--- src/design/irc_message_tokenizer_top_macros.svh ---
// Assertion macros used by the IRC message tokenizer RTL.
// Depends on nothing; included by the files that carry assertions.
`ifndef IRC_MESSAGE_TOKENIZER_TOP_MACROS_SVH
`define IRC_MESSAGE_TOKENIZER_TOP_MACROS_SVH

// Same-cycle implication, disabled while reset is asserted
`define IRC_ASSERT_NOW(label, clk, rst_n, ante, cons, msg) \
    label: assert property (@(posedge clk) disable iff (!rst_n) (ante) |-> (cons)) \
        else $error(msg);

// Next-cycle implication, disabled while reset is asserted
`define IRC_ASSERT_NEXT(label, clk, rst_n, ante, cons, msg) \
    label: assert property (@(posedge clk) disable iff (!rst_n) (ante) |=> (cons)) \
        else $error(msg);

`endif

--- src/design/irc_tok_pkg.sv ---
// Shared types and constants for the IRC message tokenizer.
// No dependencies; used by irc_tok_parse and irc_message_tokenizer_top.
package irc_tok_pkg;

    // Parameter count limit and the saturation point of the parameter index
    localparam int unsigned MAX_PARAMS = 15;
    localparam int unsigned PARAM_CAP_INT = (MAX_PARAMS < 15) ? MAX_PARAMS : 15;
    localparam logic [3:0] PARAM_CAP = 4'(PARAM_CAP_INT);

    // Command digit limit; the counter saturates one above it
    localparam logic [2:0] DIGIT_LIMIT = 3'd3;
    localparam logic [2:0] DIGIT_SAT = DIGIT_LIMIT + 3'd1;

    // Field kind codes
    localparam logic [3:0] KIND_SEP       = 4'd0;
    localparam logic [3:0] KIND_NICK      = 4'd1;
    localparam logic [3:0] KIND_USER      = 4'd2;
    localparam logic [3:0] KIND_HOST      = 4'd3;
    localparam logic [3:0] KIND_CMD_LETTER = 4'd4;
    localparam logic [3:0] KIND_CMD_DIGIT = 4'd5;
    localparam logic [3:0] KIND_MIDDLE    = 4'd6;
    localparam logic [3:0] KIND_TRAILING  = 4'd7;
    localparam logic [3:0] KIND_LINE_END  = 4'd8;

    // Special characters
    localparam logic [7:0] CH_NUL   = 8'h00;
    localparam logic [7:0] CH_LF    = 8'h0A;
    localparam logic [7:0] CH_CR    = 8'h0D;
    localparam logic [7:0] CH_SPACE = 8'h20;
    localparam logic [7:0] CH_BANG  = 8'h21;
    localparam logic [7:0] CH_COLON = 8'h3A;
    localparam logic [7:0] CH_AT    = 8'h40;

    // Tags for one byte
    typedef struct packed {
        logic [3:0] kind;
        logic [3:0] pnum;
        logic       start;
        logic       bad;
        logic       many;
        logic       done;
    } t_result;

    function automatic logic is_letter(input logic [7:0] b);
        return (b >= 8'h61 && b <= 8'h7A) || (b >= 8'h41 && b <= 8'h5A);
    endfunction

    function automatic logic is_digit(input logic [7:0] b);
        return b >= 8'h30 && b <= 8'h39;
    endfunction

    function automatic logic is_nick_char(input logic [7:0] b);
        return is_letter(b) || is_digit(b) || b == 8'h2D || b == 8'h5B || b == 8'h5D ||
               b == 8'h5C || b == 8'h60 || b == 8'h5E || b == 8'h7B || b == 8'h7D ||
               b == 8'h2E;
    endfunction

    function automatic logic is_gap(input logic [7:0] b);
        return b == CH_SPACE || b == CH_NUL;
    endfunction

endpackage

--- src/design/irc_tok_parse.sv ---
// Parse state of the IRC tokenizer and the per-byte tagging logic.
// Depends on irc_tok_pkg; instantiated by irc_message_tokenizer_top.
module irc_tok_parse (
    input  logic                  i_clk,
    input  logic                  i_rst_n,
    input  logic                  i_advance,
    input  logic [7:0]            i_byte,
    output irc_tok_pkg::t_result  o_result
);

    typedef enum logic [3:0] {
        PH_START       = 4'd0,
        PH_NICK_FIRST  = 4'd1,
        PH_NICK        = 4'd2,
        PH_USER_FIRST  = 4'd3,
        PH_USER        = 4'd4,
        PH_HOST_FIRST  = 4'd5,
        PH_HOST        = 4'd6,
        PH_GAP         = 4'd7,
        PH_CMD_START   = 4'd8,
        PH_CMD_LETTERS = 4'd9,
        PH_CMD_DIGITS  = 4'd10,
        PH_SEP         = 4'd11,
        PH_MIDDLE      = 4'd12,
        PH_TRAIL_FIRST = 4'd13,
        PH_TRAIL       = 4'd14
    } t_phase;

    t_phase     r_phase, n_phase;
    logic [2:0] r_digits, n_digits;
    logic [3:0] r_pidx, n_pidx;
    logic       r_cr, n_cr;

    // Byte classes
    logic gap, colon, letter, digit;

    // Parameter-section outcome
    t_phase     ps_phase;
    logic [3:0] ps_kind;
    logic       ps_start;

    // Command-start outcome
    t_phase     cs_phase;
    logic [3:0] cs_kind;
    logic       cs_start;
    logic [2:0] cs_digits;

    irc_tok_pkg::t_result res;

    assign gap    = irc_tok_pkg::is_gap(i_byte);
    assign colon  = (i_byte == irc_tok_pkg::CH_COLON);
    assign letter = irc_tok_pkg::is_letter(i_byte);
    assign digit  = irc_tok_pkg::is_digit(i_byte);

    // Classify a byte in the parameter section
    always_comb begin
        priority if (gap) begin
            ps_kind  = irc_tok_pkg::KIND_SEP;
            ps_start = 1'b0;
            ps_phase = PH_SEP;
        end else if (colon) begin
            ps_kind  = irc_tok_pkg::KIND_SEP;
            ps_start = 1'b0;
            ps_phase = PH_TRAIL_FIRST;
        end else begin
            ps_kind  = irc_tok_pkg::KIND_MIDDLE;
            ps_start = 1'b1;
            ps_phase = PH_MIDDLE;
        end
    end

    // Classify a byte where the command is expected to open
    always_comb begin
        cs_digits = r_digits;
        priority if (letter) begin
            cs_kind  = irc_tok_pkg::KIND_CMD_LETTER;
            cs_start = 1'b1;
            cs_phase = PH_CMD_LETTERS;
        end else if (digit) begin
            cs_kind   = irc_tok_pkg::KIND_CMD_DIGIT;
            cs_start  = 1'b1;
            cs_phase  = PH_CMD_DIGITS;
            cs_digits = 3'd1;
        end else begin
            cs_kind  = ps_kind;
            cs_start = ps_start;
            cs_phase = ps_phase;
        end
    end

    // Tag the byte and work out the next parse state
    always_comb begin
        n_phase  = r_phase;
        n_digits = r_digits;
        n_pidx   = r_pidx;
        n_cr     = 1'b0;
        res      = '0;

        priority if (i_byte == irc_tok_pkg::CH_LF) begin
            res.kind = irc_tok_pkg::KIND_LINE_END;
            if (r_cr) begin
                res.done = 1'b1;
                n_phase  = PH_START;
                n_digits = '0;
                n_pidx   = '0;
            end
        end else if (i_byte == irc_tok_pkg::CH_CR) begin
            res.kind = irc_tok_pkg::KIND_LINE_END;
            n_cr     = 1'b1;
        end else begin
            unique case (r_phase)
                PH_NICK_FIRST, PH_NICK: begin
                    if ((r_phase == PH_NICK_FIRST && letter) ||
                        (r_phase == PH_NICK && irc_tok_pkg::is_nick_char(i_byte))) begin
                        res.kind  = irc_tok_pkg::KIND_NICK;
                        res.start = (r_phase == PH_NICK_FIRST);
                        n_phase   = PH_NICK;
                    end else begin
                        priority if (i_byte == irc_tok_pkg::CH_BANG) begin
                            n_phase = PH_USER_FIRST;
                        end else if (i_byte == irc_tok_pkg::CH_AT) begin
                            n_phase = PH_HOST_FIRST;
                        end else begin
                            n_phase = PH_GAP;
                        end
                    end
                end
                PH_USER_FIRST, PH_USER: begin
                    priority if (i_byte == irc_tok_pkg::CH_AT) begin
                        n_phase = PH_HOST_FIRST;
                    end else if (gap) begin
                        n_phase = PH_GAP;
                    end else begin
                        res.kind  = irc_tok_pkg::KIND_USER;
                        res.start = (r_phase == PH_USER_FIRST);
                        n_phase   = PH_USER;
                    end
                end
                PH_HOST_FIRST, PH_HOST: begin
                    if (gap) begin
                        n_phase = PH_GAP;
                    end else begin
                        res.kind  = irc_tok_pkg::KIND_HOST;
                        res.start = (r_phase == PH_HOST_FIRST);
                        n_phase   = PH_HOST;
                    end
                end
                PH_GAP, PH_CMD_START: begin
                    if (!(r_phase == PH_GAP && gap)) begin
                        res.kind  = cs_kind;
                        res.start = cs_start;
                        res.bad   = !letter;
                        res.pnum  = (cs_kind == irc_tok_pkg::KIND_MIDDLE) ? r_pidx : 4'd0;
                        n_phase   = cs_phase;
                        n_digits  = cs_digits;
                    end
                end
                PH_CMD_LETTERS: begin
                    priority if (letter) begin
                        res.kind = irc_tok_pkg::KIND_CMD_LETTER;
                    end else if (digit) begin
                        res.kind  = irc_tok_pkg::KIND_CMD_DIGIT;
                        res.start = 1'b1;
                        n_digits  = 3'd1;
                        n_phase   = PH_CMD_DIGITS;
                    end else begin
                        res.kind  = ps_kind;
                        res.start = ps_start;
                        res.pnum  = ps_start ? r_pidx : 4'd0;
                        n_phase   = ps_phase;
                    end
                end
                PH_CMD_DIGITS: begin
                    if (digit) begin
                        res.kind = irc_tok_pkg::KIND_CMD_DIGIT;
                        res.many = (r_digits >= irc_tok_pkg::DIGIT_LIMIT);
                        if (r_digits < irc_tok_pkg::DIGIT_SAT) begin
                            n_digits = r_digits + 3'd1;
                        end
                    end else begin
                        res.kind  = ps_kind;
                        res.start = ps_start;
                        res.pnum  = ps_start ? r_pidx : 4'd0;
                        n_phase   = ps_phase;
                    end
                end
                PH_SEP: begin
                    res.kind  = ps_kind;
                    res.start = ps_start;
                    res.pnum  = ps_start ? r_pidx : 4'd0;
                    n_phase   = ps_phase;
                end
                PH_MIDDLE: begin
                    if (gap) begin
                        if (r_pidx < irc_tok_pkg::PARAM_CAP) begin
                            n_pidx = r_pidx + 4'd1;
                        end
                        n_phase = PH_SEP;
                    end else begin
                        res.kind = irc_tok_pkg::KIND_MIDDLE;
                        res.pnum = r_pidx;
                    end
                end
                PH_TRAIL_FIRST, PH_TRAIL: begin
                    if (i_byte != irc_tok_pkg::CH_NUL) begin
                        res.kind  = irc_tok_pkg::KIND_TRAILING;
                        res.pnum  = r_pidx;
                        res.start = (r_phase == PH_TRAIL_FIRST);
                        n_phase   = PH_TRAIL;
                    end
                end
                default: begin
                    // Start of message: optional prefix, else the command
                    if (colon) begin
                        n_phase = PH_NICK_FIRST;
                    end else begin
                        res.kind  = cs_kind;
                        res.start = cs_start;
                        res.bad   = !letter;
                        res.pnum  = (cs_kind == irc_tok_pkg::KIND_MIDDLE) ? r_pidx : 4'd0;
                        n_phase   = cs_phase;
                        n_digits  = cs_digits;
                    end
                end
            endcase
        end
    end

    assign o_result = res;

    // Hold the parse state; advance it on each byte moved to the result stage
    always_ff @(posedge i_clk) begin
        if (!i_rst_n) begin
            r_phase  <= PH_START;
            r_digits <= '0;
            r_pidx   <= '0;
            r_cr     <= 1'b0;
        end else if (i_advance) begin
            r_phase  <= n_phase;
            r_digits <= n_digits;
            r_pidx   <= n_pidx;
            r_cr     <= n_cr;
        end
    end

endmodule

--- src/design/irc_message_tokenizer_top.sv ---
// IRC message tokenizer top level: input register, tagging logic, result register.
// A byte is registered in the input stage, tagged by the parse logic and registered in the
// result stage, from which it transfers (input stage, result stage).
// Throughput: one byte per cycle while the result side does not stall; the parse state advances with each byte.
// Reset (i_rst_n, synchronous, active low) empties both stages and returns the parse
// to the start of a message. Depends on irc_tok_pkg and irc_tok_parse.
`include "irc_message_tokenizer_top_macros.svh"

module irc_message_tokenizer_top (
    input  logic       i_clk,
    input  logic       i_rst_n,
    input  logic       i_valid,
    output logic       o_stall,
    input  logic [7:0] i_data_byte,
    output logic       o_valid,
    input  logic       i_stall,
    output logic [7:0] o_char_out,
    output logic [3:0] o_field_kind,
    output logic [3:0] o_param_number,
    output logic       o_field_start,
    output logic       o_bad_command,
    output logic       o_too_many_digits,
    output logic       o_message_done
);

    logic       r_in_valid;
    logic [7:0] r_in_byte;
    logic       r_out_valid;
    logic [7:0] r_out_byte;
    irc_tok_pkg::t_result r_out_res;

    irc_tok_pkg::t_result parse_res;
    logic advance;
    logic in_take;

    // Move the held byte on when the result stage is empty or being drained
    assign advance = r_in_valid && (!r_out_valid || !i_stall);
    assign o_stall = r_in_valid && !advance;
    assign in_take = i_valid && !o_stall;

    irc_tok_parse u_parse (
        .i_clk     (i_clk),
        .i_rst_n   (i_rst_n),
        .i_advance (advance),
        .i_byte    (r_in_byte),
        .o_result  (parse_res)
    );

    // Input stage
    always_ff @(posedge i_clk) begin
        if (!i_rst_n) begin
            r_in_valid <= 1'b0;
        end else if (in_take) begin
            r_in_valid <= 1'b1;
        end else if (advance) begin
            r_in_valid <= 1'b0;
        end
    end

    always_ff @(posedge i_clk) begin
        if (in_take) begin
            r_in_byte <= i_data_byte;
        end
    end

    // Result stage
    always_ff @(posedge i_clk) begin
        if (!i_rst_n) begin
            r_out_valid <= 1'b0;
        end else if (advance) begin
            r_out_valid <= 1'b1;
        end else if (!i_stall) begin
            r_out_valid <= 1'b0;
        end
    end

    always_ff @(posedge i_clk) begin
        if (advance) begin
            r_out_byte <= r_in_byte;
            r_out_res  <= parse_res;
        end
    end

    assign o_valid           = r_out_valid;
    assign o_char_out        = r_out_byte;
    assign o_field_kind      = r_out_res.kind;
    assign o_param_number    = r_out_res.pnum;
    assign o_field_start     = r_out_res.start;
    assign o_bad_command     = r_out_res.bad;
    assign o_too_many_digits = r_out_res.many;
    assign o_message_done    = r_out_res.done;

    // Consistency between tags and the transferred byte
    `IRC_ASSERT_NOW(a_done_on_lf, i_clk, i_rst_n, o_valid && o_message_done, o_char_out == irc_tok_pkg::CH_LF && o_field_kind == irc_tok_pkg::KIND_LINE_END, "message_done without LF line end")
    `IRC_ASSERT_NOW(a_start_kind, i_clk, i_rst_n, o_valid && o_field_start, o_field_kind != irc_tok_pkg::KIND_SEP && o_field_kind != irc_tok_pkg::KIND_LINE_END, "field_start on separator or line end")
    `IRC_ASSERT_NOW(a_pnum_kind, i_clk, i_rst_n, o_valid && o_param_number != 4'd0, o_field_kind == irc_tok_pkg::KIND_MIDDLE || o_field_kind == irc_tok_pkg::KIND_TRAILING, "parameter number on a non-parameter byte")
    `IRC_ASSERT_NOW(a_many_digit, i_clk, i_rst_n, o_valid && o_too_many_digits, o_field_kind == irc_tok_pkg::KIND_CMD_DIGIT && !o_field_start, "digit overflow outside command digits")
    `IRC_ASSERT_NEXT(a_result_follows, i_clk, i_rst_n, advance, o_valid && $past(r_in_byte) == o_char_out, "advanced byte missing from result stage")

endmodule

--- config.mk ---
export PLATFORM = sky130hd
export DESIGN_NAME = irc_message_tokenizer_top
export DESIGN_NICKNAME = d
export VERILOG_FILES = /design/src/design/irc_tok_pkg.sv /design/src/design/irc_tok_parse.sv /design/src/design/irc_message_tokenizer_top.sv
export VERILOG_INCLUDE_DIRS = /design/src /design/src/design
export SDC_FILE = /design/constraint.sdc
export NUM_CORES = 1
export LEC_CHECK = 0
export ABC_AREA = 0
export BUFFER_PORTS_ARGS = -buffer_cell sky130_fd_sc_hd__buf_2
export CORE_MARGIN = 4
export CORE_UTILIZATION = 62
export DETAILED_ROUTE_END_ITERATION = 7
export GPL_ROUTABILITY_DRIVEN = 0
export PLACE_DENSITY = 0.88
export SYNTH_ARGS = -nofsm -noshare
export SYNTH_HDL_FRONTEND = slang
export SYNTH_SLANG_ARGS = --single-unit
--- constraint.sdc ---
create_clock -name i_clk -period 9.6 [get_ports i_clk]
set_input_delay 1.44 -clock i_clk [delete_from_list [all_inputs] [get_ports i_clk]]
set_output_delay 1.44 -clock i_clk [all_outputs]
set_load 0.01 [all_outputs]
# Yosys cells after proc, flatten, opt, wreduce, memory -nomap -nowiden

Index checks and enable logic that the tools add are counted.

Register bits after elaboration: 42
Bits in latches: 0
RAM bits: 0
Bits in read-only memories: 0
Bits of input ports: 12
Output and inout bits: 22
Word-level logic and storage cells: 187
Memories kept: 0

Add/subtract/negate cells: 2
Multiply operators: 0
Div/mod/pow operators: 0
Order comparisons: 9
Equality and inequality tests: 42
Shift operators: 0
Mux-type cells: 71
Bitwise logic cells: 2
Reduce and logical (&&, ||, !) cells: 47

Operators by type and width:

| operator                                                        | number |
|---|---|
| two-way mux 4 bit                                               | 27 |
| case mux 4 bit (9 select lines)                                 | 2 |
| equality test 8 x 7 -> 1 bit (second input constant)            | 8 |
| equality test 8 x 6 -> 1 bit (second input constant)            | 5 |
| two-way mux 3 bit                                               | 10 |
| equality test 4 bit (second input constant)                     | 7 |
| case mux 4 bit (7 select lines)                                 | 1 |
| equality test 4 x 3 -> 1 bit (second input constant)            | 5 |
| two-way mux 10 bit                                              | 2 |
| two-way mux 1 bit                                               | 18 |
| equality test 8 x 4 -> 1 bit (second input constant)            | 2 |
| >= comparator 8 x 7 -> 1 bit (second input constant)            | 2 |
| less-or-equal comparator 8 x 7 -> 1 bit (second input constant) | 2 |
| AND reduction 8 bit                                             | 2 |
| logical OR 1 bit                                                | 14 |
| != test 3 x 1 -> 1 bit (second input constant)                  | 4 |
| case mux 3 bit (4 select lines)                                 | 1 |
| OR reduction 12 bit                                             | 1 |
| OR reduction 2 bit                                              | 6 |
| two-way mux 5 bit                                               | 2 |
| OR reduction 10 bit                                             | 1 |
| logical AND 1 bit                                               | 9 |
| case mux 1 bit (9 select lines)                                 | 1 |
| equality test 4 x 2 -> 1 bit (second input constant)            | 2 |
| 24 further kinds                                                | 39 |

# Depth between registers and ports, before layout

Word-level depth: 19
Mapped depth: 9
Mapped depth without buffers: 7

# By module

From an unflattened synthesis, not the netlist that was laid out.

Cells, all modules: 286
Area total of the unflattened synthesis: 2663.8 um^2

By module, submodules not included:

| module                    | instances | cells each | area an instance (um^2) | seq. area each (um^2) |
|---|---|---|---|---|
| irc_tok_parse             | 1         | 250        | 1739.2                  | 240.2 |
| irc_message_tokenizer_top | 1         | 36         | 924.6                   | 880.8 |

# Least setup slack after synthesis

No wires, ideal clock.

Path kind: input to register
Start point: input port i_stall
End point: register u_parse.r_digits[0]
Library setup time: 0.116 ns
Arrival time: 4.380 ns
Data required time: 9.484 ns
Slack: 5.104 ns
Cell stages on the path: 7
Path buffers: 0
Path through: a21boi_0 o41ai_2 a21oi_1 o21ai_1 a21oi_1 mux2i_1 nor2b_1

Word-level cells in the longest chain between the ends: 4

Ends and longest elaborated chain:

| what                          | line                            | source |
|---|---|---|
| start, declared               | irc_message_tokenizer_top.sv:16 | `input logic i_stall,` |
| zero test 1 bit               | --                              |  |
| logical OR 1 bit              | irc_message_tokenizer_top.sv:37 | `assign advance = r_in_valid && (!r_out_valid \|\| !i_stall);` |
| logical AND 1 bit             | irc_message_tokenizer_top.sv:37 |  |
| AND reduction 8 bit (no line) | --                              |  |
| end signal, assigned          | irc_tok_parse.sv:240            | `r_digits <= n_digits;` |
| end, declared                 | irc_tok_parse.sv:30             | `logic [2:0] r_digits, n_digits;` |

Every way passes these cells.
A chain may end at the register's enable or synchronous reset.

# Worst setup path after layout

Start point: input port i_stall
End point: output port o_stall

Word-level cells in the longest chain between the ends: 5

Ends and longest elaborated chain:

| what              | line                            | source |
|---|---|---|
| zero test 1 bit   | --                              |  |
| logical OR 1 bit  | irc_message_tokenizer_top.sv:37 |  |
| logical AND 1 bit | irc_message_tokenizer_top.sv:37 |  |
| zero test 1 bit   | irc_message_tokenizer_top.sv:38 | `assign o_stall = r_in_valid && !advance;` |
| logical AND 1 bit | irc_message_tokenizer_top.sv:38 |  |
| end, declared     | irc_message_tokenizer_top.sv:13 | `output logic o_stall,` |

Every way passes these cells.

==> flow_summary.json <==
{
  "hold_viol_final": 0,
  "critPathKind": "input pin to output pin",
  "ir_drop_mv": 0.147,
  "htreeDepth": 2,
  "ys_ff_latch": 42,
  "syn_area_sq_um": 2650,
  "clock_path_buffers": 2,
  "track_usage": 0.247,
  "p_per_area_nw_per_um2": 151,
  "rows": 23,
  "die_w_microns": 73.4,
  "wl_per_cell_microns": 17.8,
  "ys_async_sr_fraction": 0,
  "areaGrowthSynthToFinish_pct": 9.81,
  "worstSetupStartpoint": "i_stall",
  "yosysWarnings": 0,
  "holdCritStartpoint": "u_parse.r_digits[1]$_SDFFE_PN0P_",
  "fin_crit_ns": 3.34,
  "setup_violations": 0,
  "ant_nets": 0,
  "rsz0062_at_grt": "false",
  "die_y_microns": 73.4,
  "drc": 0,
  "path_clk_slew_ns": 0.08,
  "drt-initial-drc-count": 525,
  "final_common_cell": "buf_2",
  "cts_buffers": 5,
  "fin_tns_setup_ns": 0,
  "reg2reg_depth": 7,
  "n_antenna_cell": 0,
  "yosysSeqAreaShare": 0.422,
  "stdcell_count": 355,
  "grt_antenna_before_repair": 0,
  "synth_cells": 284,
  "cts_tree": "yes",
  "cp-start-kind": "input pin",
  "grt_pass1_wl_microns": 10300,
  "final_cell_mix": "33 x buf_2, 28 x edfxtp_1, 21 x nand2_1",
  "status": "completed",
  "rr_startpoint": "r_in_byte[6]$_DFFE_PP_",
  "place_inst": 347,
  "leakage_nw": 0.979,
  "clkLatencyLatePin_ns": 0.30,
  "pin_count": 34,
  "cp.arrival_ns": 1.90,
  "period_share": 0.347,
  "hold-path-cell-count": 2,
  "clock-sinks": 42,
  "vias_per_cell": 6.72,
  "synth_nets": 299,
  "cts-hold-fix-buffers": 0,
  "required_ns": 8.16,
  "wl_microns": 6310,
  "overflow": 0,
  "hp-class": "flop to flop",
  "nFillCells": 308,
  "ys.flop_type": "edfxtp_1",
  "grt_pass1_vias": 2255,
  "start_util": 0.654,
  "drv_cap": 0,
  "vias": 2384,
  "dieArea_sq_um": 5390,
  "endpoint_kind": "output pin",
  "cts_setup_buffers": 0,
  "drv_slew": 0,
  "grt_max_degree": 29,
  "hpwl_microns": 4350,
  "slew_headroom": 0.369,
  "nNetsFinal": 319,
  "final.setup_skew_ns": 0.00291,
  "coreArea_sq_um": 4060,
  "max_freq_mhz": 300,
  "worstPathMaxFanout": 3,
  "cts-root-buf": "clkbuf_8",
  "synth_edf_count": 28,
  "dr.pass1.iters": 5,
  "synth.distinct_cells": 68,
  "syn_area_per_cell_sq_um": 9.34,
  "port_buffers": 33,
  "drive_above_1_share": 0.193,
  "cts_resized": 0,
  "worstMarginPinSlew_ns": 0.946
}
[Yosys cell counts (5+ instances only)]
cell type  count  area [sq um]
a21o_1         6          45.0
a21oi_1       20           100
a31oi_1        6          37.5
and2_1         6          37.5
clkbuf_1      16          60.1
dfxtp_1       14           280
edfxtp_1      28           841
nand2_1       21          78.8
nand2b_1       9          56.3
nand3_1        9          45.0
nand4_1        5          31.3
nor2_1        19          71.3
nor2b_1        8          50.1
nor3_1         5          25.0
o21ai_0       15          75.1
o21ai_1        6          30.0
or2_2          5          31.3
[cell type report]
type                            instances  area, sq um  area share
Clock buffer                            5         68.8      0.0236
Multi-Input combinational cell        217         1430       0.491
Sequential cell                        42         1120       0.385
Inverter                                4         15.0     0.00515
Tap cell                               50         62.6      0.0215
Clock inverter                          3         43.8      0.0150
Timing Repair Buffer                   34          173      0.0593
[final timing paths]
path | endpoint | slack, ns
worst max-delay path | o_stall | 6.26
worst min-delay path | u_parse.r_digits[1]$_SDFFE_PN0P_ | 0.50
worst max register to register | o_param_number[0]$_SDFFCE_PP0P_ | 6.69
worst min register to register | u_parse.r_digits[1]$_SDFFE_PN0P_ | 0.50
[registers in the layout (all words and copies together), names as in the netlist, 3 cells and up]
| register | cells |
|---|---|
| r_in_byte | 8 |
| o_char_out | 8 |
| o_field_kind | 4 |
| u_parse.r_digits | 3 |
| u_parse.r_phase | 4 |
| o_param_number | 4 |
| u_parse.r_pidx | 4 |
[worst max-delay path, stage by stage]
cell    delay, ns
buf_2        0.11
and3_1       0.20
buf_2        0.14
[per-layer routing]
layer  part of all wire  GRT usage  up-vias
met5                  0          0        -
met2               0.47      0.402      137
met3              0.090     0.0602       15
met4              0.023     0.0966        0
met1               0.41      0.317     1109
li1                   -          -     1123
[stage by stage]
step | setup WS, ns | hold slack [ns] | cell area [sq um] | total power [mW] | util
floorplan | 5.10 | 0.421 | 2650 | 0.277 | -
global placement | 6.27 | 0.476 | 2800 | 0.294 | 0.690
detailed placement | 6.27 | 0.488 | 2800 | 0.297 | 0.690
CTS | 6.26 | 0.502 | 2910 | 0.437 | 0.718
global route | 6.25 | 0.540 | 2910 | 0.459 | 0.718
finish | 6.26 | 0.502 | 2910 | 0.439 | 0.718
[power breakdown]
part | internal (mW) | switching [mW] | total [mW]
registers | 0.203 | 0.0192 | 0.222
logic | 0.0318 | 0.0413 | 0.0731
clock network | 0.0780 | 0.0658 | 0.144
[kinds of logic (layout without fill, tap and decap cells)]
group,count (synthesis),count (layout),share of synthesized area
muxes,2,2,0.00754
xor gates and xnor gates,4,4,0.0132
and+or+nand+nor,114,114,0.249
adders and majority gates,3,3,0.0141
AOI/OAI and AO/OA,94,94,0.253
DFF,42,42,0.422
buffers and inverters,25,46,0.0401
(Power assumes the default switching activity.)
